===== src/hw/rtl/coh_pkg.sv =====
package coh_pkg;

  localparam int BINS_PER_AXIS = 200;
  localparam int COUNT_BITS    = 24;
  localparam int POS_BITS      = 12;
  localparam int BIN_STEP      = 10;

  localparam int BIN_BITS   = $clog2(BINS_PER_AXIS);
  localparam int BIN_DEPTH  = BINS_PER_AXIS * BINS_PER_AXIS;
  localparam int ADDR_BITS  = $clog2(BIN_DEPTH);
  localparam int ADDR_FIELD = 8;   // row_addr / col_addr / bin_row / bin_col

  // bin = floor((2*d + OFFSET_K) / DIVISOR), done as multiply by reciprocal
  localparam int OFFSET_K    = (BINS_PER_AXIS - 1) * BIN_STEP;
  localparam int DIVISOR     = 2 * BIN_STEP;
  localparam int NUM_MAX     = 2 * ((2 ** POS_BITS) - 1) + OFFSET_K;
  localparam int NUM_BITS    = $clog2(NUM_MAX + 1);
  localparam int NUM_SBITS   = NUM_BITS + 1;
  localparam int RECIP_SHIFT = NUM_BITS + $clog2(DIVISOR);
  localparam int RECIP       = ((2 ** RECIP_SHIFT) + DIVISOR - 1) / DIVISOR;
  localparam int RECIP_BITS  = $clog2(RECIP + 1);
  localparam int PROD_BITS   = NUM_BITS + RECIP_BITS;

  localparam logic [COUNT_BITS-1:0] COUNT_MAX = {COUNT_BITS{1'b1}};

  typedef enum logic [1:0] {
    MODE_EVENT = 2'd0,
    MODE_READ  = 2'd1,
    MODE_CLEAR = 2'd2,
    MODE_PEAK  = 2'd3
  } mode_t;

  localparam logic [1:0] PAIR_AB  = 2'd0;
  localparam logic [1:0] PAIR_AC  = 2'd1;
  localparam logic [1:0] PAIR_BC  = 2'd2;
  localparam logic [1:0] PAIR_ALL = 2'd3;

  typedef enum logic [2:0] {
    S_CLR,
    S_IDLE,
    S_BIN,
    S_ADDR,
    S_RD,
    S_UPD
  } state_t;

  typedef struct packed {
    logic latch_in;
    logic bin_en;
    logic addr_en;
    logic rd_en;
    logic upd_en;
    logic clr_en;
  } ctrl_cmd_t;

  typedef struct packed {
    logic clr_last;
  } dp_status_t;

endpackage


===== src/hw/rtl/coh_ctrl.sv =====
module coh_ctrl import coh_pkg::*; (
  input  logic       clk,
  input  logic       rst,
  input  logic       in_valid,
  output logic       in_ready,
  output logic       out_valid,
  input  logic       out_ready,
  input  dp_status_t status,
  output ctrl_cmd_t  cmd
);

  state_t state, state_next;
  logic   out_valid_next;
  logic   out_free;

  assign out_free = !out_valid || out_ready;

  always_ff @(posedge clk) begin
    if (rst) begin
      state     <= S_CLR;
      out_valid <= 1'b0;
    end else begin
      state     <= state_next;
      out_valid <= out_valid_next;
    end
  end

  always_comb begin
    state_next = state;
    case (state)
      S_CLR:  if (status.clr_last) state_next = S_IDLE;
      S_IDLE: if (in_valid) state_next = S_BIN;
      S_BIN:  state_next = S_ADDR;
      S_ADDR: state_next = S_RD;
      S_RD:   state_next = S_UPD;
      S_UPD:  if (out_free) state_next = S_IDLE;
      default: state_next = S_CLR;
    endcase
  end

  always_comb begin
    cmd      = '0;
    in_ready = 1'b0;
    case (state)
      S_CLR:  cmd.clr_en = 1'b1;
      S_IDLE: begin
        in_ready     = 1'b1;
        cmd.latch_in = in_valid;
      end
      S_BIN:  cmd.bin_en  = 1'b1;
      S_ADDR: cmd.addr_en = 1'b1;
      S_RD:   cmd.rd_en   = 1'b1;
      S_UPD:  cmd.upd_en  = out_free;
      default: cmd = '0;
    endcase
  end

  // result word loads as the old one leaves, so no result is dropped
  assign out_valid_next = cmd.upd_en ? 1'b1 : (out_ready ? 1'b0 : out_valid);

  a_accept_starts: assert property (@(posedge clk) disable iff (rst)
    (in_valid && in_ready) |=> state == S_BIN)
    else $error("accepted word did not start binning");

  a_upd_free: assert property (@(posedge clk) disable iff (rst)
    cmd.upd_en |-> (!out_valid || out_ready))
    else $error("update while result word still held");

  a_valid_src: assert property (@(posedge clk) disable iff (rst)
    $rose(out_valid) |-> $past(state) == S_UPD)
    else $error("result raised outside update");

  a_no_clr_accept: assert property (@(posedge clk) disable iff (rst)
    cmd.clr_en |-> !cmd.rd_en && !cmd.upd_en && !in_ready)
    else $error("clearing pass overlaps item work");

endmodule


===== config.mk =====
export PLATFORM = sky130hd
export DESIGN_NAME = coh_ctrl
export DESIGN_NICKNAME = d
export VERILOG_FILES = /design/src/hw/rtl/coh_pkg.sv /design/src/hw/rtl/coh_ctrl.sv
export SDC_FILE = /design/constraint.sdc
export NUM_CORES = 1
export LEC_CHECK = 0
export ABC_AREA = 1
export BUFFER_PORTS_ARGS = -buffer_cell sky130_fd_sc_hd__buf_2
export CORE_AREA = 2 2 39 41
export DETAILED_ROUTE_END_ITERATION = 8
export DIE_AREA = 0 0 41 43
export PLACE_DENSITY = 0.45
export SKIP_LAST_GASP = 1
export SLEW_MARGIN = 0
export SYNTH_ARGS = -nofsm -noshare
export SYNTH_HDL_FRONTEND = slang
export SYNTH_SLANG_ARGS = --single-unit

===== constraint.sdc =====
create_clock -name clk -period 3.5 [get_ports clk]
set_clock_uncertainty 0.2 [all_clocks]
set_input_delay 0 -clock clk [delete_from_list [all_inputs] [get_ports clk]]
set_output_delay 0 -clock clk [all_outputs]
set_load 0.005 [all_outputs]

==> out/results.tsv <==
metric	value	unit
CTS Sinks	4	
power consumption	148	uW
Fin Hold WS	0.00416	ns
post-synth net total	45	
port bufs	12	
max-cap violation count	0	
Die W	41	um
Filler Cell Count	170	
Vias/cell	3.74	
Total Routing Usage GR	8.23	%
WS Path Type	reg2out	
First-pass DRT Iterations	2	
GPL Wtd Cong	0.666	
area overhead of the layout relative to synthesis	49.8	%
part of the cycle the worst path needs	36.8	%
Cells after Synth	40	
CP Capture Type	output port	
most frequent CP cell	nor2_1	
antenna violations before repair	0	
DIE AREA	1760	um^2
Post-DP Area	324	um^2
Worst path max stage delay	0.32	ns
FF-to-FF path depth	5	
DRT iter0 DRCs	3	
Comb power frac	26.2	%
layout cells sized above 1	38.6	%
Die H	43	um
Seq cells post-synth	4	
core area	1380	um^2
design area	377	um^2
TritonCTS clock tree	done	
Sw Pwr	43.1	uW
n_diodes	0	
Starting Density	18.2	%
Critical Path AT	1.09	ns
RSZ-0062 raised after global routing	false	
wirelength, routed	539	um
H-tree depth	1	
hold path start	in_valid	
Seq/Total Area, Yosys	31.8	%
root buffer cell	clkbuf_4	
Sw Share	29.2	%
pre-CTS WS	2.27	ns
total gr overflow	0	
Mean Syn Cell Area	6.29	um^2
DRT antenna net count	0	
Final Setup Violations	0	
top post-synthesis cells by area	dfxtp_1 32%, nor2_1 13%, inv_1 10%	
relative slew slack	80.7	%
internal power	104	uW
setup TNS	0	ns
Yosys cell types	12	
crit-path cells	inv_1 -> nor2_1 -> nand2_1 -> nor2_1 -> buf_2	
WL/cell	7.38	um
worst-skew pair later-pin latency	0.23	ns
Yosys top cell by area	dfxtp_1	
post-layout minimum cycle time	1.29	ns
worst vdd ir	0.000114	V
CP startpoint kind	flip-flop	
vias in the first global route	251	
Final #Nets	64	
Pwr Density	392	nW/um^2
top cell type's share of synthesized area	31.8	%
clock power share	38.4	%
setup ws final	2.21	ns
area of the mapped netlist	251	um^2
global-route wire length before repair	869	um
Worst path top cell family by delay	flip-flops	
cts bufs inserted	3	
DP HPWL	439	um
Worst Hold End	state[1]$_SDFFE_PP0P_	
num ports	13	
crit-path max FO	4	
clock-pin transition on the worst setup and hold timing paths	0.04	ns
FMAX	0.777	GHz
Worst-Margin Slew	0.289	ns
# rows	14	
share of total power in sequential cells	35.4	%
Crit-path slowest cell	dfxtp_1	
Slew Viols, Final	0	
CTS Buffer Depth	2	
Final Hold Fails	0	
R2R Setup Slk	2.27	ns
largest net degree at the start of global routing	8	
Yosys warning count	0	
drc violations	0	
outcome	finished, final reports clean	
Hold Path Depth	5	
CP required	3.30	ns
Critical R2R Capture	state[0]$_SDFFE_PP0P_	
LEAKAGE	0.000210	uW
Reg2Reg Launch Point	state[2]$_SDFFE_PP0P_	
Hold Path Class	in2reg	
CP Buf/Inv Count	2	
DR vias	273	
[worst reg2reg max path, stage by stage, from the launching register on]
cell and delay [ns]:
dfxtp_1 0.47, inv_2 0.09, nand3b_1 0.12, nand3_1 0.11
nor2_1 0.10, nor2_1 0.04
[cells in the final DEF (no fill, tap or decap), drive strengths merged]
cell,instances
a21oi,2
buf,12
clkbuf,3
dfxtp,4
dlygate4sd3,3
inv,10
nand2,4
nand3,4
nand3b,1
nor2,11
nor3,2
o21a,1
[layout make-up]
cell class / instances / area [um^2] / area share, %
well taps: 16 / 20.0 / 5.32
repair buffers: 15 / 90.1 / 23.9
flip-flops and latches: 4 / 80.1 / 21.3
inverters: 10 / 37.5 / 9.97
clock buffers: 3 / 22.5 / 5.98
multi-input cells: 25 / 126 / 33.6
[power by group through the flow]
stage               Clock [uW]  Sequential, uW  Combinational (uW)
floorplan                    0            52.3                25.0
detailed placement           0            52.9                36.7
CTS                       59.8            52.1                39.4
global placement             0            53.1                36.8
global route              64.2            52.6                44.5
finish                    56.7            52.2                38.7
[per-stage QoR]
| stage | utilization [%] | std cells |
|---|---|---|
| after floorplan | - | 40 |
| after global placement | 23.4 | 67 |
| after detailed placement | 23.4 | 67 |
| after CTS | 27.2 | 73 |
| after global routing | 27.2 | 73 |
| final | 27.2 | 73 |
[metal layers]
layer  track usage (%)  vias to the layer above  wire length (um)
met1              8.36                      112               253
li1                  -                      154                 -
met2              10.0                        7               238
met4              8.00                        0                 0
met3              6.28                        0                47
met5                 0                        -                 0
[state kept, by name, indices dropped and copies added (netlist names)]
name,flops
out_valid,1
state,3
[what timing repair did]
item,in CTS,in global routing
gates resized for setup,0,0
endpoints found under the hold margin,4,0
hold buffers,3,0
buffers inserted,0,0
[worst max path at each step]
stage,from,end,slack [ns],cells past startpoint
final,state[0]$_SDFFE_PP0P_,cmd[1],2.21,5
after detailed placement,state[2]$_SDFFE_PP0P_,state[0]$_SDFFE_PP0P_,2.27,5
after global routing,state[2]$_SDFFE_PP0P_,cmd[5],2.14,4
after global placement,state[2]$_SDFFE_PP0P_,state[0]$_SDFFE_PP0P_,2.26,5
after floorplan,state[2]$_SDFFE_PP0P_,state[0]$_SDFFE_PP0P_,2.37,5
after CTS,state[0]$_SDFFE_PP0P_,cmd[1],2.20,5
[synth_stat cells]
master	instances
nor3_2	2
nor2_1	9
nand3b_1	1
a21oi_1	2
inv_2	3
nand3_1	4
nor2_2	2
o21a_1	1
buf_4	1
dfxtp_1	4
nand2_1	4
inv_1	7
[kinds of logic (layout without fill, tap and decap cells)]
| kind of cell | count (synthesis) | after routing | share of synthesized area [%] |
|---|---|---|---|
| AOI/OAI and AO/OA | 3 | 3 | 6.97 |
| buffers and inverters | 11 | 28 | 17.9 |
| DFF | 4 | 4 | 31.8 |
| and+or+nand+nor | 22 | 22 | 43.3 |
No activity file was read; power rests on OpenSTA's default activity.
